File: src/rtl/core/tdsb_pkg.sv
// Package for the touch drag and swipe-back detector.
// Holds the event and result beat types, event and register codes and reset values.
// Depends on nothing; every other file of the block uses it.
package tdsb_pkg;

  // Width of one touch coordinate.
  localparam int unsigned COORD_BITS = 12;
  // A coordinate difference needs one more bit.
  localparam int unsigned DIFF_W     = COORD_BITS + 1;
  // dx*dx + dy*dy, at most 2^(2*COORD_BITS+1).
  localparam int unsigned SUM_W      = 2 * DIFF_W;
  // Signed width for the swipe compares: |dy| plus an 11-bit margin.
  localparam int unsigned CMP_W      = ((DIFF_W > 11) ? DIFF_W : 11) + 2;

  localparam int unsigned PADDR_W    = 4;
  localparam int unsigned PDATA_W    = 32;

  typedef enum logic [2:0] {
    MODE_PRESS    = 3'd0,
    MODE_PRESSING = 3'd1,
    MODE_RELEASE  = 3'd2,
    MODE_CANCEL   = 3'd3,
    MODE_GESTURE  = 3'd4,
    MODE_CLICK    = 3'd5
  } mode_e;

  typedef enum logic [1:0] {
    REG_DRAG_RADIUS    = 2'd0,
    REG_SWIPE_TRIGGER  = 2'd1,
    REG_SWIPE_MARGIN   = 2'd2,
    REG_BACK_COOLDOWN  = 2'd3
  } reg_e;

  localparam logic [7:0]  RST_DRAG_RADIUS   = 8'd12;
  localparam logic [15:0] RST_RADIUS_SQ     = 16'd144;
  localparam logic [10:0] RST_SWIPE_TRIGGER = 11'd36;
  localparam logic [10:0] RST_SWIPE_MARGIN  = 11'd12;
  localparam logic [15:0] RST_BACK_COOLDOWN = 16'd180;

  typedef struct packed {
    logic [2:0]                   mode;
    logic [1:0]                   device_id;
    logic                         is_pointer;
    logic signed [COORD_BITS-1:0] point_x;
    logic signed [COORD_BITS-1:0] point_y;
    logic [7:0]                   screen_id;
    logic                         swipe_enabled;
    logic                         gesture_right;
    logic                         back_accepted;
    logic [31:0]                  now_tick;
  } evt_t;

  typedef struct packed {
    logic back_triggered;
    logic suppress_click;
    logic release_was_drag;
  } res_t;

endpackage

File: src/rtl/core/tdsb_if.sv
// Valid/ready channel interfaces of the touch drag and swipe-back detector.
// One interface carries touch event beats, the other result beats.
// Depends on tdsb_pkg for the payload types.
interface tdsb_evt_if;
  logic            valid;
  logic            ready;
  tdsb_pkg::evt_t  payload;

  modport source (output valid, output payload, input ready);
  modport sink   (input valid, input payload, output ready);
endinterface

interface tdsb_res_if;
  logic            valid;
  logic            ready;
  tdsb_pkg::res_t  payload;

  modport source (output valid, output payload, input ready);
  modport sink   (input valid, input payload, output ready);
endinterface

File: src/rtl/core/touch_drag_and_swipe_back_detector.sv
// Touch drag and swipe-back detector, top level.
// Event beats arrive on evt_i, one result beat per event leaves on res_o,
// and four settings are written over an APB-style port.
//
// Usage:
// - evt_i carries one touch event per beat (press, move, release, cancel,
//   gesture, click). Every accepted event yields exactly one result beat on
//   res_o, in order.
// - The event is first captured in an input register. The compare logic
//   (drag radius check, swipe check, cooldown check) then runs on it and,
//   once the output register is free or its beat is being taken, the result
//   is written to the output register together with the updated tracking
//   state, from which it is offered on res_o.
// - Throughput is one event per cycle while res_o is not stalled. The tracking
//   state written by one event is visible to the event that follows it in
//   the next cycle, so back-to-back events see each other exactly in order.
// - When the receiver stalls, the output register holds its beat; the input
//   register still takes one more event, and evt_i.ready then drops until
//   the output beat is taken.
// - Reset (rst_ni low, asynchronous) empties both registers, clears all
//   touch and swipe tracking and restores the setting defaults (radius 12,
//   trigger 36, margin 12, cooldown 180 now_tick ticks).
// - Settings are to be written only while no event is in flight; the block does not enforce this.
module touch_drag_and_swipe_back_detector (
  input  logic                          clk_i,
  input  logic                          rst_ni,
  tdsb_evt_if.sink                      evt_i,
  tdsb_res_if.source                    res_o,
  input  logic                          psel,
  input  logic                          penable,
  input  logic                          pwrite,
  input  logic [tdsb_pkg::PADDR_W-1:0]  paddr,
  input  logic [tdsb_pkg::PDATA_W-1:0]  pwdata,
  output logic [tdsb_pkg::PDATA_W-1:0]  prdata,
  output logic                          pready
);

  localparam int unsigned CW = tdsb_pkg::COORD_BITS;
  localparam int unsigned DW = tdsb_pkg::DIFF_W;
  localparam int unsigned SW = tdsb_pkg::SUM_W;
  localparam int unsigned KW = tdsb_pkg::CMP_W;

  // ------------------------------------------------------------------
  // Setting registers
  // ------------------------------------------------------------------
  logic [7:0]  radius_q;
  logic [15:0] radius_sq_q;   // Squared radius, computed when written.
  logic [10:0] trigger_q;
  logic [10:0] margin_q;
  logic [15:0] cooldown_q;

  logic        cfg_wr;
  logic [1:0]  cfg_idx;

  assign pready  = 1'b1;
  assign cfg_wr  = psel && penable && pwrite;
  assign cfg_idx = paddr[3:2];

  always_ff @(posedge clk_i or negedge rst_ni) begin
    if (!rst_ni) begin
      radius_q    <= tdsb_pkg::RST_DRAG_RADIUS;
      radius_sq_q <= tdsb_pkg::RST_RADIUS_SQ;
      trigger_q   <= tdsb_pkg::RST_SWIPE_TRIGGER;
      margin_q    <= tdsb_pkg::RST_SWIPE_MARGIN;
      cooldown_q  <= tdsb_pkg::RST_BACK_COOLDOWN;
    end else if (cfg_wr) begin
      unique case (cfg_idx)
        tdsb_pkg::REG_DRAG_RADIUS: begin
          radius_q    <= pwdata[7:0];
          radius_sq_q <= 16'(pwdata[7:0] * pwdata[7:0]);
        end
        tdsb_pkg::REG_SWIPE_TRIGGER: trigger_q  <= pwdata[10:0];
        tdsb_pkg::REG_SWIPE_MARGIN:  margin_q   <= pwdata[10:0];
        tdsb_pkg::REG_BACK_COOLDOWN: cooldown_q <= pwdata[15:0];
        default: ;
      endcase
    end
  end

  always_comb begin
    unique case (cfg_idx)
      tdsb_pkg::REG_DRAG_RADIUS:   prdata = {24'd0, radius_q};
      tdsb_pkg::REG_SWIPE_TRIGGER: prdata = {21'd0, trigger_q};
      tdsb_pkg::REG_SWIPE_MARGIN:  prdata = {21'd0, margin_q};
      tdsb_pkg::REG_BACK_COOLDOWN: prdata = {16'd0, cooldown_q};
      default:                     prdata = '0;
    endcase
  end

  // ------------------------------------------------------------------
  // Input register and output register with their handshakes
  // ------------------------------------------------------------------
  logic            s1_valid_q;
  tdsb_pkg::evt_t  s1_q;
  logic            res_valid_q;
  tdsb_pkg::res_t  res_q;
  tdsb_pkg::res_t  res_d;
  logic            advance;

  // The event in the input register moves on when the output register is
  // empty or its beat is being taken in this cycle.
  assign advance     = s1_valid_q && (!res_valid_q || res_o.ready);
  assign evt_i.ready = !s1_valid_q || advance;
  assign res_o.valid   = res_valid_q;
  assign res_o.payload = res_q;

  always_ff @(posedge clk_i or negedge rst_ni) begin
    if (!rst_ni) begin
      s1_valid_q <= 1'b0;
    end else if (evt_i.valid && evt_i.ready) begin
      s1_valid_q <= 1'b1;
    end else if (advance) begin
      s1_valid_q <= 1'b0;
    end
  end

  always_ff @(posedge clk_i) begin
    if (evt_i.valid && evt_i.ready) begin
      s1_q <= evt_i.payload;
    end
  end

  always_ff @(posedge clk_i or negedge rst_ni) begin
    if (!rst_ni) begin
      res_valid_q <= 1'b0;
    end else if (advance) begin
      res_valid_q <= 1'b1;
    end else if (res_o.ready) begin
      res_valid_q <= 1'b0;
    end
  end

  always_ff @(posedge clk_i) begin
    if (advance) begin
      res_q <= res_d;
    end
  end

  // ------------------------------------------------------------------
  // Touch and swipe tracking state
  // ------------------------------------------------------------------
  logic                  press_active_q, press_active_d;
  logic                  drag_active_q, drag_active_d;
  logic                  last_release_drag_q, last_release_drag_d;
  logic [1:0]            owner_device_q, owner_device_d;
  logic signed [CW-1:0]  press_start_x_q, press_start_x_d;
  logic signed [CW-1:0]  press_start_y_q, press_start_y_d;
  logic                  swipe_tracking_q, swipe_tracking_d;
  logic [7:0]            swipe_screen_q, swipe_screen_d;
  logic signed [CW-1:0]  swipe_start_x_q, swipe_start_x_d;
  logic signed [CW-1:0]  swipe_start_y_q, swipe_start_y_d;
  logic [31:0]           last_trigger_tick_q, last_trigger_tick_d;

  always_ff @(posedge clk_i or negedge rst_ni) begin
    if (!rst_ni) begin
      press_active_q      <= 1'b0;
      drag_active_q       <= 1'b0;
      last_release_drag_q <= 1'b0;
      owner_device_q      <= '0;
      press_start_x_q     <= '0;
      press_start_y_q     <= '0;
      swipe_tracking_q    <= 1'b0;
      swipe_screen_q      <= '0;
      swipe_start_x_q     <= '0;
      swipe_start_y_q     <= '0;
      last_trigger_tick_q <= '0;
    end else if (advance) begin
      press_active_q      <= press_active_d;
      drag_active_q       <= drag_active_d;
      last_release_drag_q <= last_release_drag_d;
      owner_device_q      <= owner_device_d;
      press_start_x_q     <= press_start_x_d;
      press_start_y_q     <= press_start_y_d;
      swipe_tracking_q    <= swipe_tracking_d;
      swipe_screen_q      <= swipe_screen_d;
      swipe_start_x_q     <= swipe_start_x_d;
      swipe_start_y_q     <= swipe_start_y_d;
      last_trigger_tick_q <= last_trigger_tick_d;
    end
  end

  // ------------------------------------------------------------------
  // Compare logic on the registered event
  // ------------------------------------------------------------------
  logic                  owner_match;
  logic signed [DW-1:0]  pdx, pdy;
  logic signed [SW-1:0]  pdx_sq, pdy_sq;
  logic [SW-1:0]         dist_sq;
  logic                  over_radius;

  // Drag test: squared distance from the press start against the squared
  // radius; only the owning device of an active press can drag.
  assign owner_match = press_active_q && (owner_device_q == s1_q.device_id);
  assign pdx     = DW'(s1_q.point_x) - DW'(press_start_x_q);
  assign pdy     = DW'(s1_q.point_y) - DW'(press_start_y_q);
  assign pdx_sq  = SW'(pdx) * SW'(pdx);
  assign pdy_sq  = SW'(pdy) * SW'(pdy);
  assign dist_sq = $unsigned(pdx_sq) + $unsigned(pdy_sq);
  assign over_radius = owner_match && (dist_sq >= SW'(radius_sq_q));

  logic signed [DW-1:0]  sdx, sdy;
  logic [DW-1:0]         sady;
  logic signed [KW-1:0]  sdx_c, sady_m, trig_c;
  logic                  swipe_hit;

  // Swipe test: rightward travel at least the trigger distance and
  // dominating the vertical travel by more than the margin.
  assign sdx    = DW'(s1_q.point_x) - DW'(swipe_start_x_q);
  assign sdy    = DW'(s1_q.point_y) - DW'(swipe_start_y_q);
  assign sady   = sdy[DW-1] ? $unsigned(-sdy) : $unsigned(sdy);
  assign sdx_c  = KW'(sdx);
  assign sady_m = $signed(KW'(sady) + KW'(margin_q));
  assign trig_c = $signed(KW'(trigger_q));
  assign swipe_hit = (sdx_c >= trig_c) && (sdx_c > sady_m);

  logic [31:0] since_last;
  logic        back_ok;

  // A back request is taken once the cooldown has run out (tick arithmetic
  // wraps) and the system accepts it.
  assign since_last = s1_q.now_tick - last_trigger_tick_q;
  assign back_ok    = (since_last >= 32'(cooldown_q)) && s1_q.back_accepted;

  always_comb begin
    logic want_back;

    want_back           = 1'b0;
    press_active_d      = press_active_q;
    drag_active_d       = drag_active_q;
    last_release_drag_d = last_release_drag_q;
    owner_device_d      = owner_device_q;
    press_start_x_d     = press_start_x_q;
    press_start_y_d     = press_start_y_q;
    swipe_tracking_d    = swipe_tracking_q;
    swipe_screen_d      = swipe_screen_q;
    swipe_start_x_d     = swipe_start_x_q;
    swipe_start_y_d     = swipe_start_y_q;
    last_trigger_tick_d = last_trigger_tick_q;
    res_d               = '0;

    if (s1_q.is_pointer) begin
      unique case (s1_q.mode)
        tdsb_pkg::MODE_PRESS: begin
          // A repeated press by the owner changes nothing; any other press
          // starts a new touch and takes over ownership.
          if (!owner_match) begin
            press_active_d      = 1'b1;
            drag_active_d       = 1'b0;
            last_release_drag_d = 1'b0;
            owner_device_d      = s1_q.device_id;
            press_start_x_d     = s1_q.point_x;
            press_start_y_d     = s1_q.point_y;
            if (s1_q.swipe_enabled) begin
              swipe_tracking_d = 1'b1;
              swipe_screen_d   = s1_q.screen_id;
              swipe_start_x_d  = s1_q.point_x;
              swipe_start_y_d  = s1_q.point_y;
            end else begin
              swipe_tracking_d = 1'b0;
              swipe_screen_d   = '0;
            end
          end
        end
        tdsb_pkg::MODE_PRESSING: begin
          if (over_radius) begin
            drag_active_d = 1'b1;
          end
        end
        tdsb_pkg::MODE_RELEASE, tdsb_pkg::MODE_CANCEL: begin
          if (owner_match) begin
            last_release_drag_d = drag_active_q || over_radius;
            press_active_d      = 1'b0;
            drag_active_d       = 1'b0;
            owner_device_d      = '0;
          end
          // Swipe tracking always ends here; only a release on the screen
          // where the swipe started may ask for back.
          swipe_tracking_d = 1'b0;
          swipe_screen_d   = '0;
          want_back = (s1_q.mode == tdsb_pkg::MODE_RELEASE) && swipe_tracking_q &&
                      (swipe_screen_q == s1_q.screen_id) && swipe_hit;
        end
        tdsb_pkg::MODE_GESTURE: begin
          drag_active_d = 1'b1;
          want_back     = s1_q.swipe_enabled && s1_q.gesture_right;
        end
        tdsb_pkg::MODE_CLICK: begin
          res_d.suppress_click = last_release_drag_q;
        end
        default: ;
      endcase

      if (want_back && back_ok) begin
        swipe_tracking_d    = 1'b0;
        swipe_screen_d      = '0;
        last_trigger_tick_d = s1_q.now_tick;
        res_d.back_triggered = 1'b1;
      end
      res_d.release_was_drag = last_release_drag_d;
    end
  end

endmodule
File: src/flat_wrapper.sv
// flat-port wrapper written by rule: the top's interface ports become plain ports
module touch_drag_and_swipe_back_detector_flat 
  (clk_i, rst_ni, psel, penable, pwrite, paddr, pwdata, prdata, pready, evt_i_valid, evt_i_payload, evt_i_ready, res_o_valid, res_o_payload, res_o_ready);
  tdsb_evt_if evt_i_i ();
  tdsb_res_if res_o_i ();
  input  logic clk_i;
  input  logic rst_ni;
  input  logic psel;
  input  logic penable;
  input  logic pwrite;
  input  logic [tdsb_pkg::PADDR_W-1:0] paddr;
  input  logic [tdsb_pkg::PDATA_W-1:0] pwdata;
  output logic [tdsb_pkg::PDATA_W-1:0] prdata;
  output logic pready;
  input wire logic [$bits(evt_i_i.valid)-1:0] evt_i_valid;
  input wire logic [$bits(evt_i_i.payload)-1:0] evt_i_payload;
  output wire logic [$bits(evt_i_i.ready)-1:0] evt_i_ready;
  output wire logic [$bits(res_o_i.valid)-1:0] res_o_valid;
  output wire logic [$bits(res_o_i.payload)-1:0] res_o_payload;
  input wire logic [$bits(res_o_i.ready)-1:0] res_o_ready;
  assign evt_i_i.valid = evt_i_valid;
  assign evt_i_i.payload = evt_i_payload;
  assign evt_i_ready = evt_i_i.ready;
  assign res_o_valid = res_o_i.valid;
  assign res_o_payload = res_o_i.payload;
  assign res_o_i.ready = res_o_ready;
  touch_drag_and_swipe_back_detector u_core (.clk_i(clk_i), .rst_ni(rst_ni), .evt_i(evt_i_i), .res_o(res_o_i), .psel(psel), .penable(penable), .pwrite(pwrite), .paddr(paddr), .pwdata(pwdata), .prdata(prdata), .pready(pready));
endmodule
File: config.mk
export PLATFORM = sky130hd
export DESIGN_NAME = touch_drag_and_swipe_back_detector_flat
export DESIGN_NICKNAME = d
export VERILOG_FILES = /design/src/rtl/core/tdsb_pkg.sv /design/src/rtl/core/tdsb_if.sv /design/src/rtl/core/touch_drag_and_swipe_back_detector.sv /design/src/flat_wrapper.sv
export SDC_FILE = /design/constraint.sdc
export NUM_CORES = 1
export LEC_CHECK = 0
export BUFFER_PORTS_ARGS = -buffer_cell sky130_fd_sc_hd__buf_2
export CAP_MARGIN = 10
export CORE_MARGIN = 5
export CORE_UTILIZATION = 40
export CTS_CLUSTER_SIZE = 20
export DETAILED_ROUTE_END_ITERATION = 8
export PLACE_DENSITY = 0.59
export SLEW_MARGIN = 20
export SYNTH_ARGS = -nofsm -noshare
export SYNTH_HDL_FRONTEND = slang
export SYNTH_SLANG_ARGS = --single-unit
File: constraint.sdc
create_clock -name clk_i -period 25.1 [get_ports clk_i]
set_input_delay 0 -clock clk_i [delete_from_list [all_inputs] [get_ports clk_i]]
set_output_delay 0 -clock clk_i [all_outputs]
set_load 0.005 [all_outputs]
# Yosys cells after proc, flatten, opt, wreduce, memory -nomap -nowiden
# Cells that the tools add are included.
classes:
  n_addsub: 8
  n_mul: 3
  n_div: 0
  magnitude_cmp: 4
  n_eq_ne: 14
  shift: 0
  muxes: 29
  bitwise_logic: 1
  n_reduce_logical: 38
ops:
  columns: ["operator", "n"]
  rows:
  - ["$pmux 32 s4", 1]
  - ["$mul 13x13->26", 2]
  - ["$sub 12x12->13", 4]
  - ["$ge 32x16->1", 1]
  - ["$sub 32x32->32", 1]
  - ["$add 26x26->26", 1]
  - ["$ge 26x16->1", 1]
  - ["$mux 8", 3]
  - ["$mul 8x8->16", 1]
  - ["$pmux 8 s2", 1]
  - ["$gt 13x15->1", 1]
  - ["$mux 1", 15]
  - ["$add 13x11->14", 1]
  - ["$ge 13x12->1", 1]
  - ["$logic_and 1x1->1", 13]
  - ["$mux 13", 1]
  - ["$neg 13->13", 1]
  - ["$reduce_and 2->1", 6]
  - ["$reduce_and 5->1", 2]
  - ["$eq 8x8->1", 1]
  - ["$pmux 1 s2", 4]
  - ["$reduce_and 4->1", 2]
  - ["$eq 3x2->1 const B", 2]
  - ["$eq 3x3->1 const B", 2]
  - ["other kinds (21)", 29]
word_totals:
  ff_bits: 234
  latchBits: 0
  mem_bits_rw: 0
  rom_bits: 0
  inputBits: 116
  output_inout_bits: 38
  wordCells: 128
  memories: 0

# Depth between registers and ports, before layout
# Gate-level depths: netlist (run 1).
logic_depth:
  ltp_word: 12
  ltp_mapped: 45
  mapped_depth_nobuf: 45

# Worst setup path after synthesis (run 1)
# OpenSTA, ideal clock, no wires.
synth_timing:
  path_kind: "reg2reg"
  start: "register u_core.s1_q[43] in the netlist's numbering"
  end: "register u_core.res_q, in the netlist u_core.res_o.payload[0] (data pin)"
  setup_ns: 0.254
  arrival_ns: 10.145
  required_ns: 24.846
  path_slack_ns: 14.701
  stages_incl_launch_ff: 39
  n_path_buf: 1
  synth_period_minus_slack_ns: 10.399
  path_cell_list: "edfxtp_1 -> inv_1 -> ha_1 -> fa_1 -> nor2b_1 -> o21ai_0 -> a21boi_0 -> o21ai_0 -> a21boi_0 -> o21ai_0 -> a21boi_0 -> o21a_1 -> o21a_1 -> clkbuf_1 -> nor2_1 -> fa_1 -> fa_1 -> fa_1 -> [3 not listed] -> inv_1 -> fa_1 -> inv_1 -> ha_1 -> a21o_1 -> a21o_1 -> a21oi_1 -> o21ai_0 -> xor2_1 -> ha_1 -> a221oi_1 -> o311ai_0 -> nor3_1 -> nand4_1 -> a211oi_1 -> or4b_2 -> or3_1 -> o21a_1"
synth_via:
  elab_chain_cells: 8
synth_rtl:
  columns: ["element", "line", "source"]
  rows:
  - ["from (decl)", "touch_drag_and_swipe_back_detector.sv:94", "tdsb_pkg::evt_t s1_q;"]
  - ["from (signal assigned)", "touch_drag_and_swipe_back_detector.sv:119", "s1_q <= evt_i.payload;"]
  - ["$sub 12x12->13", "touch_drag_and_swipe_back_detector.sv:195", "assign pdy = DW'(s1_q.point_y) - DW'(press_start_y_q);"]
  - ["$mul 13x13->26", "touch_drag_and_swipe_back_detector.sv:197", "assign pdy_sq = SW'(pdy) * SW'(pdy);"]
  - ["$add 26x26->26", "touch_drag_and_swipe_back_detector.sv:198", "assign dist_sq = $unsigned(pdx_sq) + $unsigned(pdy_sq);"]
  - ["$ge 26x16->1", "touch_drag_and_swipe_back_detector.sv:199", "assign over_radius = owner_match && (dist_sq >= SW'(radius_sq_q));"]
  - ["$logic_and 1x1->1", "touch_drag_and_swipe_back_detector.sv:199", null]
  - ["$logic_or 1x1->1", "touch_drag_and_swipe_back_detector.sv:271", "last_release_drag_d = drag_active_q || over_radius;"]
  - ["$mux 1", "touch_drag_and_swipe_back_detector.sv:270", "if (owner_match) begin"]
  - ["$pmux 1 s2", "touch_drag_and_swipe_back_detector.sv:242", "unique case (s1_q.mode)"]
  - ["to (signal assigned)", "touch_drag_and_swipe_back_detector.sv:135", "res_q <= res_d;"]
  - ["to (decl)", "touch_drag_and_swipe_back_detector.sv:96", "tdsb_pkg::res_t res_q;"]
# No other way between the ends.
# A chain may end at the register's enable or synchronous reset.

# Final worst setup path (run 1)
layout_timing:
  start: "register u_core.s1_q[56] in the netlist's numbering"
  end: "register u_core.res_q, in the netlist u_core.res_o.payload[0] (data pin)"
layout_via:
  elab_chain_cells: 8
layout_rtl:
  columns: ["element", "line", "source"]
  rows:
  - ["$sub 12x12->13", "touch_drag_and_swipe_back_detector.sv:194", "assign pdx = DW'(s1_q.point_x) - DW'(press_start_x_q);"]
  - ["$mul 13x13->26", "touch_drag_and_swipe_back_detector.sv:196", "assign pdx_sq = SW'(pdx) * SW'(pdx);"]
  - ["$add 26x26->26", "touch_drag_and_swipe_back_detector.sv:198", null]
  - ["$ge 26x16->1", "touch_drag_and_swipe_back_detector.sv:199", null]
  - ["$logic_and 1x1->1", "touch_drag_and_swipe_back_detector.sv:199", null]
  - ["$logic_or 1x1->1", "touch_drag_and_swipe_back_detector.sv:271", null]
  - ["$mux 1", "touch_drag_and_swipe_back_detector.sv:270", null]
  - ["$pmux 1 s2", "touch_drag_and_swipe_back_detector.sv:242", null]
# No other way between the ends.

==> results of run 1 <==
critical path, delay by kind of cell, from the launching register on:
kind / cells / cell delay [ps]
simple gates: 8 / 2180
compound gates: 13 / 3280
buf+inv: 7 / 800
fa+ha+maj: 10 / 4710
xor+xnor: 1 / 240
flops: 1 / 520
cell usage in the layout (no fill, tap or decap), types with 26 or more instances in the layout:
| cell | synthesis | routed |
|---|---|---|
| inv_1 | 606 | 606 |
| fa_1 | 370 | 370 |
| ha_1 | 285 | 285 |
| nand2_1 | 263 | 263 |
| nor2_1 | 202 | 201 |
| o21ai_0 | 148 | 148 |
| dfrtp_1 | 144 | 144 |
| buf_2 | 0 | 117 |
| a21oi_1 | 96 | 96 |
| dlygate4sd3_1 | 0 | 93 |
| xnor2_1 | 82 | 81 |
| edfxtp_1 | 76 | 76 |
| xor2_1 | 42 | 42 |
| mux2_2 | 37 | 37 |
| nor3_1 | 32 | 32 |
| a21o_1 | 31 | 31 |
| nand2b_1 | 30 | 30 |
| mux2_1 | 29 | 29 |
| clkbuf_16 | 0 | 26 |
per-layer routing:
layer	global-route usage, %	up-vias
met5	0	-
met4	3.92	2
met3	2.08	80
met2	30.4	379
met1	24.4	9938
li1	-	9877
worst paths after layout:
path                                        startpoint                   endpoint  slack (ps)  cells after the start
min in group asynchronous                       rst_ni  u_core.swipe_start_y_q[8]          80                      2
worst max register to register         u_core.s1_q[56]    u_core.res_o.payload[0]       13090                     39
worst min register to register  u_core.radius_sq_q[14]     u_core.radius_sq_q[14]         480                      2
worst min-delay path                           penable         u_core.radius_q[3]          70                      4
max in group asynchronous                       rst_ni         u_core.radius_q[6]       23830                      3
worst max-delay path                   u_core.s1_q[56]    u_core.res_o.payload[0]       13090                     39
registers in the layout, indices dropped and copies added, names as in the netlist:
name and flops:
u_core.last_trigger_tick_q 32, u_core.swipe_screen_q 8, u_core.radius_q 8, u_core.swipe_tracking_q 1, u_core.radius_sq_q 14, u_core.press_active_q 1, u_core.press_start_y_q 12, u_core.owner_device_q 2
u_core.press_start_x_q 12, u_core.trigger_q 11, u_core.swipe_start_y_q 12, u_core.drag_active_q 1, u_core.s1_q 73, u_core.res_o.payload 3, u_core.cooldown_q 16, u_core.swipe_start_x_q 12
u_core.last_release_drag_q 1, u_core.margin_q 11, u_core.res_o.valid 1, u_core.s1_valid_q 1
repair_timing:
action                                 4_1_cts  5_1_grt
endpoints found under the hold margin      209        0
hold buffers                                93        0
gates resized for setup                      0        0
kinds of logic (layout without fill, tap and decap cells):
kind of cell               after synthesis  count (layout)  share of synthesized area (%)
AOI/OAI and AO/OA                      451             451                           10.2
xor gates and xnor gates               127             127                           4.10
adders and majority gates              655             655                           39.0
buffers and inverters                  703             903                           9.67
DFF                                    232             232                           22.0
muxes                                   79              79                           3.46
other                                    2              18                         0.0267
and+or+nand+nor                        708             708                           11.6
layout make-up:
class	instances	area share, %
Antenna cell	1	0.00792
Inverter	621	7.38
Clock buffer	34	2.19
Timing Repair Buffer	236	5.44
Tap cell	940	3.72
Sequential cell	232	19.6
Clock inverter	12	0.448
Multi-Input combinational cell	2037	61.2
per-stage QoR:
step | worst slack [ps] | cells | area, sq um | hold WS (ps)
finish | 13090 | 4113 | 31600 | 68.5
global route | 12350 | 4113 | 31600 | 96.5
CTS | 13220 | 4112 | 31600 | 53.8
detailed placement | 13290 | 3973 | 29800 | 109
global placement | 13260 | 3973 | 29800 | 105
floorplan | 14700 | 2972 | 28200 | -296
==> flow_results.org, run 1 <==
** Detailed routing
- DRC violation count after routing :: 0
- Total length of routed met3 wires :: roughly 2.8 mm
- Post-detailed-route via-to-cell ratio :: roughly 4.9
- In the final routing, the length of wire on met1 measures just under 30 mm.
- Once detail routing completed, the nets flagged for antenna violations numbered 0.
- DRC marker count from the first detailed-route iteration :: ~1200
- The routed design uses around 32 mm of met2 wire.
- 1st-pass router iterations :: 5
- Summed over all layers, the routed wires come to 65.9 mm.
- Count of vias placed by the detailed router :: approximately 20000
- DR WL/cell :: about 16 um
- Top routing layer in use :: met5

** Global route
- Global-route usage over all layers :: between 10% and 20%
- The first global-routing pass estimated roughly 110 mm of wire.
- Summed over all layers, the global routing overflow is 0.
- The via count of the first global-routing pass was ~21000.
- The initial antenna violation count is 2.
- Entering global routing, the biggest net connects 80 pins.

** Timing
- Final sum of negative setup slack :: 0 ps
- The worst path needs approximately 12000 ps of the cycle, external delays included.
- Based on the critical path, the design can be clocked at up to roughly 83 MHz.
- Max Transition Viols Final :: 0
- The hold violation total from the final report came to 0.
- On the final layout, the worst clock skew is ~28 ps.
- Setup repair after global routing missed its margin :: no
- Headroom to the max-slew limit came out at around 31%.
- Final period util :: 47.9%
- For the pin with the worst max-slew slack, the measured transition is between 1000 and 1500 ps.
- Setup violations remaining at the end of the flow were counted as 0.

** Floorplanning
- The core region is around 70000 sq um.
- The initial utilization of the core area, before any placement, comes to 40.3%.
- Number of top-level design ports :: 154
- The floorplan step set the die width to about 280 um.
- In this run the vertical extent of the chip is 275 um.
- The floorplan step defined a die boundary enclosing between 70000 and 80000 sq um.
- After floorplanning, the core was divided into 97 placement rows.

** Synth
- In the post-synthesis netlist, the biggest area contributors are fa_1 26%, dfrtp_1 13%, ha_1 13%.
- Share of flip-flops with an asynchronous set or reset after synthesis :: 67.2%
- Post-Synthesis Cells :: a little under 3000
- Flip-flop cell with the highest count after synthesis :: dfrtp_1
- The synthesized design contains between 70 and 80 enable-type register cells.
- FF+latch count, synth :: ~230
- Average cell area after synthesis :: 9.53 sq um
- Netlist area before placement :: 28200 sq um
- Area share of the largest cell type after synthesis :: between 20% and 30%
- inv_1 is the most common cell in the netlist.
- Share of the yosys chip area belonging to registers :: between 20% and 30%
- The commonest cells after synthesis are 606 x inv_1, 370 x fa_1, 285 x ha_1.
- The biggest area contributor in the post-synthesis netlist is fa_1.
- Number of distinct library cells after synthesis :: between 70 and 80
- Number of warning messages in the yosys log :: 0

** Placement
- Detailed placement finished with a half-perimeter wire length of 54.3 mm.
- # port buffers :: roughly 120
- Routability-driven placement finished with a final weighted congestion of approximately 0.9.

** Worst setup path
- Cell with the largest stage delay on the worst path :: or4b_2
- At the worst endpoint, the arrival time is 12310 ps.
- The worst setup path is captured at a flop.
- Among the stages of the critical path, the cell type that occurs most often is fa_1.
- Nature of the critical path startpoint :: flop
- Path type of the worst setup path :: reg2reg
- Maximum fanout along the worst path :: 9
- Max stage delay on crit path :: around 750 ps
- STA puts the critical path data required time at between 20000 and 30000 ps.

** Clock tree
- Clock tree synthesis found a total of 232 sinks.
- Clock-pin slew was measured on the worst setup and hold paths at ~60 ps.
- Clock latency on the worst-skew pair, taken at its later pin, is 560 ps.
- CTS placed an instance of clkbuf_16 at the clock tree root.
- Maximum level of the CTS H-tree :: 1
- TritonCTS built the clock tree.
- Number of buffers added for setup after CTS :: 0
- Maximum clock insertion buffer count :: 3
- The number of clock buffers added by TritonCTS is 25.

** Cells and area
- Finished Core Util :: between 40% and 50%
- The sequential cells in the finished layout cover a total of between 6000 and 7000 sq um.
- Final net count :: between 3000 and 4000
- Relative to the synthesized area, the layout overhead comes to 12.1%.
- The layout has 6813 filler cells.
- The post-route netlist has under 10% of its cells at a drive strength greater than 1.
- Summing all multi-input logic gate instances after layout gives a little under 20000 sq um.

** Flow run
- Total of max-cap violations :: 0

** Hold path
- Hold crit path type :: in2reg

** Status
- Outcome :: finished clean
Power of run 1 is not shown: default switching activity piles up to over one toggle a cycle in this logic, so the estimate is an artifact.
==> inputs of run 2 (changes only) <==
==> constraint.sdc (replaced) <==
create_clock -name clk_i -period 11.3 [get_ports clk_i]
set_input_delay 0 -clock clk_i [delete_from_list [all_inputs] [get_ports clk_i]]
set_output_delay 0 -clock clk_i [all_outputs]
set_load 0.005 [all_outputs]
==> run 2 against run 1 <==
Effect of this change:
- die area is the same
- wire length rose by 3.4%
- clock skew fell by 5.5 ps
- non-clock buffer count increased by 25
- cell count increased by 0.63%
- critical path depth stayed put
- sequential cell count unchanged
- global-route usage up 0.66 points
- count of clock-buffer cells in the layout shrank 8
- register-to-register slack got worse by 13000 ps
- critical endpoint unchanged
- largest cell class unchanged
==> flow_results.org, run 2 (synthesis gave the netlist of run 1 again) <==
** Status
- The flow ran to the end, and the final reports show no timing, DRC or antenna violations.

** Worst setup path
- The worst path required time came to 11610 ps (-13790 ps).
- By instance count, the cell type seen most on the critical path is fa_1.
- The worst setup path is captured at a flop.
- Path type of the worst setup path :: reg2reg
- Critical path data arrival time :: 11040 ps (-1270 ps)
- Nature of the critical path startpoint :: flop
- Maximum fanout along the worst path :: 6 (-3)
- The stage delay of the slowest cell on the critical path came to 700 ps (-50 ps).
- For this design, the slowest cell found on the critical path is or4b_2.

** Placement
- Post-detail-place hpwl :: 56.1 mm (+3.2%)
- The standard cell area after detailed placement is 30000 sq um (+0.57%).
- # port buffers :: 118 (unchanged)
- Gp weighted congestion :: 0.892 (-1.5%)

** Floorplanning
- The horizontal extent of the die came to 275 um (unchanged).
- The area of the core came to 69900 sq um (unchanged).
- FP Rows :: 97 (unchanged)
- The vertical die dimension came to 275 um (unchanged).
- The number of placed I/O pins came to 154 (unchanged).
- Starting utilization of the core area :: 40.3% (unchanged)
- Die Outline Area :: 75800 sq um (unchanged)

** Cells and area
- Final net count :: 3949 (+0.64%)
- Share of layout cells above drive strength 1 :: 9.73% (+0.96 points)
- Synth-to-Final Area Change :: 13.0%
- Post-route cell area :: 31800 sq um (+0.72%)
- Flip-flop count of the largest register, all copies and words added :: 73 (unchanged)
- The library cell used most frequently in the layout, excluding fill and tap cells, is inv_1.
- Top register by number of flip-flops :: u_core.s1_q
- The largest registers in the layout are u_core.s1_q x73, u_core.last_trigger_tick_q x32, u_core.cooldown_q x16.
- The top cell types in the final layout, fill and taps aside, are 606 x inv_1, 370 x fa_1, 285 x ha_1.

** Clock tree
- Maximum level of the CTS H-tree :: 1 (unchanged)
- The insertion delay of the later-clocked pin in the worst-skew pair came to 560 ps (about the same).
- The CTS buffer count came to 25 (unchanged).
- Clock Root Buffer :: clkbuf_16
- TritonCTS built the clock tree.
- Clock Pin Slew Worst Setup and Hold Paths :: 70 ps (about the same)
- The deepest clock path buffer count is 3 (unchanged).
- # clock sinks :: 232 (unchanged)

** Global route
- The pin count of the biggest net entering global routing was 91 (+14%).
- Global-route congestion overflow total :: 0 (unchanged)
- Antenna violations before repair :: 5 (+3)
- Wire length of the first global-routing pass :: 112 mm (+3.5%)
- Global-route usage over all layers :: 18.4% (+0.66 points)
- Vias in the first global route :: 21212 (+2.0%)

** Timing
- Max Transition Viols Final :: 0 (unchanged)
- Setup repair after global routing missed its margin :: no
- Final hold slack :: 90.5 ps (+22.1 ps)
- The setup-violating endpoint count in the final report is 0 (unchanged).
- Clock period minus worst slack :: 10730 ps (-1280 ps)
- The normalized max-slew margin was 30.1% (-0.51 points).
- Worst setup skew after layout :: 22.7 ps (-5.51 ps)
- The portion of the clock cycle consumed by the worst path in the final layout was 95.0% (+47 points).
- The sum of negative setup slack came to 0 ps (unchanged).
- Worst-margin pin slew :: 1050 ps (+7.68 ps)
- Number of hold violations in the final report :: 0 (unchanged)
- Fmax achieved :: 93.2 MHz (+12%)

** Detailed routing
- The wire length per cell came to 16.5 um (+2.7%).
- The total wire length after detailed routing came to 68.1 mm (+3.4%).
- Post-detailed-route via-to-cell ratio :: 4.90 (-0.60%)
- 1st-pass router iterations :: 5 (unchanged)
- The antenna violation net count after detailed routing was 0 (unchanged).
- Count of vias placed by the detailed router :: 20281 (+0.025%)
- The violation count after the first detailed-route iteration was 1045 (-11%).
- The number of remaining DRC errors came to 0 (unchanged).

** Hold path
- Hold crit path type :: in2async

** Flow run
- The number of maximum-capacitance violations is 0 (unchanged).
[run 2: cell count changes in the layout (fill, tap and decap cells not counted), moves of 2 or more]
cell | before | now
clkbuf_1 | 7 | 1
o21ai_0 | 148 | 146
clkinvlp_4 | 3 | 1
bufinv_16 | 2 | 4
clkinv_2 | 1 | 6
buf_4 | 24 | 50
a21boi_0 | 15 | 13
[run 2: timing repair]
action / CTS / global route
hold buffers: 93 / 0
buffers inserted: 0 / 1
endpoints found under the hold margin: 212 / 0
resized for setup: 0 / 11
endpoints found under the setup margin: 0 / 2
[run 2: through the flow]
stage,worst slack [ps],util [%],instances
floorplan,901,-,2972
global placement,469,42.9,3997
detailed placement,363,42.9,3997
CTS,326,45.5,4136
global route,0.255,45.5,4138
finish,565,45.5,4139
[run 2: final timing paths]
kind                                     from                        end  slack [ps]  cells after the start
max                           u_core.s1_q[44]    u_core.res_o.payload[0]         570                     39
min                                    rst_ni  u_core.swipe_start_y_q[9]          90                      2
max reg2reg                   u_core.s1_q[44]    u_core.res_o.payload[0]         570                     39
min reg2reg                u_core.radius_q[3]         u_core.radius_q[3]         480                      2
max in group asynchronous              rst_ni        u_core.margin_q[10]        9760                      3
min in group clk_i           evt_i_payload[4]             u_core.s1_q[4]         140                      2
[run 2: critical path, delay by kind of cell, from the launching register on]
| family | cells | cell delay (ps) |
|---|---|---|
| flip-flops | 1 | 500 |
| buffers and inverters | 4 | 510 |
| XOR/XNOR | 2 | 510 |
| adder cells (fa/ha/maj) | 10 | 4480 |
| AO/OA/AOI/OAI | 13 | 2380 |
| AND/OR/NAND/NOR | 10 | 2110 |
[run 2: area by class of cell]
type | instances | area (sq um)
fillers | 6827 | 38100
multi-input cells | 2037 | 19300
flip-flops and latches | 232 | 6200
inverters | 621 | 2330
repair buffers | 261 | 1900
well taps | 940 | 1180
clock buffers | 26 | 629
clock inverters | 20 | 228
diodes | 2 | 5.00
[run 2: per-layer routing]
layer | track usage, % | up-vias | wire length [um]
met2 | 31.4 | 370 | 32700
met1 | 24.7 | 9874 | 30200
met4 | 4.32 | 6 | 1710
met5 | 0 | - | 41
li1 | - | 9942 | -
met3 | 3.14 | 89 | 3400
Power of run 2 is left out for the same reason.
==> inputs of run 3 (changes only) <==
--- a/config.mk
+++ b/config.mk
@@ -11,7 +11,8 @@
 export CORE_UTILIZATION = 40
 export CTS_CLUSTER_SIZE = 20
 export DETAILED_ROUTE_END_ITERATION = 8
-export PLACE_DENSITY = 0.59
+export MAX_ROUTING_LAYER = met4
+export PLACE_DENSITY = 0.64
 export SLEW_MARGIN = 20
 export SYNTH_ARGS = -nofsm -noshare
 export SYNTH_HDL_FRONTEND = slang
==> run 3 against run 2 <==
Effect of this change:
- worst setup slack gained 81 ps
- critical path depth is 1 higher
- count of clock-buffer cells in the layout stayed put
- core utilization down 0.15 points
- critical endpoint unchanged
- largest cell class unchanged
==> flow_results.org, run 3 (synthesis gave the netlist of run 1 again) <==
** Timing
- The final count of pins violating max slew was 0 (unchanged).
- The hold violation total from the final report is 0 (unchanged).
- The sum of negative setup slack was 0 ps (unchanged).
- The setup skew after layout is 29.0 ps (+6.37 ps).
- Final period util :: 94.3% (-0.72 points)
- Worst-margin pin slew :: 1060 ps (+7.60 ps)
- Clock period minus worst slack :: 10650 ps (-80.8 ps)
- Setup repair after global routing missed its margin :: no
- Total of endpoints with negative setup slack in the final report :: 0 (unchanged)
- Headroom to the max-slew limit :: 29.1% (-0.97 points)
- The highest clock rate was 93.9 MHz (+0.76%).

** Global route
- Global-route congestion overflow total :: 0 (unchanged)
- Antenna violations before repair :: 4 (-1)
- The fraction of met3 tracks used by global routing came to 2.14% (-1.0 points).
- The global-route met1 utilization is 24.3% (-0.42 points).
- Met2 layer usage reported by global route :: 31.1% (-0.29 points)
- Wire length of the first global-routing pass :: 110 mm (-2.0%)
- Pin count of the biggest net entering global routing :: 102 (+12%)
- The overall global routing resource usage came to 18.6% (+0.15 points).
- met2 is the most crowded layer.
- The via count of the first global-routing pass was 20859 (-1.7%).

** Detailed routing
- The via total after detailed routing is 20528 (+1.2%).
- DRC violation count after routing :: 0 (unchanged)
- Post-detailed-route via-to-cell ratio :: 4.97 (+1.4%)
- The total wire length after detailed routing is 67.1 mm (-1.5%).
- 1st-pass router iterations :: 5 (unchanged)
- DRC marker count from the first detailed-route iteration :: 1070 (+2.4%)
- DR WL/cell :: 16.2 um (-1.3%)
- Post-route antenna net violation count :: 0 (unchanged)

** Cells and area
- Top register by number of flip-flops :: u_core.s1_q
- The share of post-route cells with drive strength above 1 came to 9.48% (-0.25 points).
- The number of flip-flops under the largest register name is 73 (unchanged).
- The library cell used most frequently in the layout, excluding fill and tap cells, is inv_1.
- Non-filler instance count after layout :: 4131 (-0.19%)
- Leading registers by flop count :: u_core.s1_q x73, u_core.last_trigger_tick_q x32, u_core.cooldown_q x16
- Most used cells in the layout excluding fill and tap cells :: 606 x inv_1, 370 x fa_1, 285 x ha_1
- The number of nets in the layout is 3941 (-0.20%).
- Synth-to-Final Area Change :: 12.6%

** Worst setup path
- Most prevalent standard cell on the critical path :: fa_1
- Critical path data arrival time :: 10940 ps (-100 ps)
- The worst setup path is of the reg2reg kind.
- Nature of the critical path startpoint :: flop
- The maximum fanout along the worst path was 9 (+3).
- Cell with the largest stage delay on the worst path :: or4b_2
- The worst path required time was 11590 ps (-20 ps).
- The sum of buffers and inverters on the critical path came to 8 (+4).
- Cell family contributing the most delay on the critical path :: adder cells
- The stage delay of the slowest cell on the critical path came to 700 ps (about the same).
- STA classifies the critical path endpoint as a flop.

** Floorplanning
- Core Footprint :: 69900 sq um (unchanged)
- Die width :: 275 um (unchanged)
- The vertical die dimension came to 275 um (unchanged).
- The number of placed I/O pins came to 154 (unchanged).
- The die area is 75800 sq um (unchanged).
- The effective utilization at floorplan is 40.3% (unchanged).
- The number of placement rows is 97 (unchanged).

** Clock tree
- TritonCTS built the clock tree.
- Maximum level of the CTS H-tree :: 1 (unchanged)
- The insertion delay of the later-clocked pin in the worst-skew pair came to 560 ps (about the same).
- The sink count of the clock tree came to 232 (unchanged).
- The CTS buffer count is 23 (-8.0%).
- Clock Root Buffer :: clkbuf_16
- The post-CTS clock slew at the launch and capture registers of the worst setup and hold paths is 70 ps (about the same).
- The deepest clock path buffer count is 3 (unchanged).

** Status
- Outcome :: finished clean

** Placement
- Post-detail-place hpwl :: 55.0 mm (-1.9%)
- The number of input and output port buffers inserted is 118 (unchanged).
- The number of placed cells counting well taps was 3989 (-0.20%).
- Gp weighted congestion :: 0.905 (+1.5%)

** Flow run
- The number of maximum-capacitance violations came to 0 (unchanged).

** Hold path
- The tightest min-delay check is of the in2async type.
-- run 3: path summary, 6_finish.rpt --
check	from	end	slack, ps	depth (start not counted)
setup reg to reg	u_core.s1_q[56]	u_core.res_o.payload[0]	650	40
max in group asynchronous	rst_ni	u_core.margin_q[1]	9910	3
hold / removal	rst_ni	u_core.swipe_start_y_q[9]	130	2
min in group clk_i	penable	u_core.cooldown_q[4]	140	5
hold reg to reg	u_core.radius_sq_q[13]	u_core.radius_sq_q[13]	480	2
setup / recovery	u_core.s1_q[56]	u_core.res_o.payload[0]	650	40
-- run 3: cell type report --
cell class	count	area (sq um)
fill	6797	38200
multi-input combinational	2037	19300
sequential	232	6200
inverter	621	2340
timing repair buffer	255	1860
tap	940	1180
clock buffer	26	597
clock inverter	16	190
antenna	4	10.0
-- run 3: timing repair --
action	in CTS	in global routing
hold buffers	93	0
gates resized for setup	0	14
hold endpoints to repair	221	0
endpoints found under the setup margin	0	2
buffers inserted	0	3
-- run 3: metal layers --
layer	vias to the layer above	share of wire, %	wire, um
met5	-	0	0
met4	0	2.7	1830
met3	87	4.7	3140
met2	426	49	32900
met1	10087	44	29200
li1	9928	-	-
-- run 3: worst reg2reg max path, delay by kind of cell (launching register included) --
family / cells / cell delay, ps
fa+ha+maj: 10 / 4450
compound gates: 12 / 2470
simple gates: 8 / 1930
flops: 1 / 460
buf+inv: 8 / 790
xor+xnor: 2 / 330
-- run 3: per-stage QoR --
step | cell area, sq um | hold WS (ps) | worst slack, ps | util [%]
floorplan | 28200 | -296 | 901 | -
global placement | 29900 | 176 | 403 | 42.8
detailed placement | 29900 | 178 | 324 | 42.8
CTS | 31700 | 117 | 305 | 45.3
global route | 31700 | 149 | 19.4 | 45.4
finish | 31700 | 135 | 646 | 45.4
Power of run 3 is left out for the same reason.
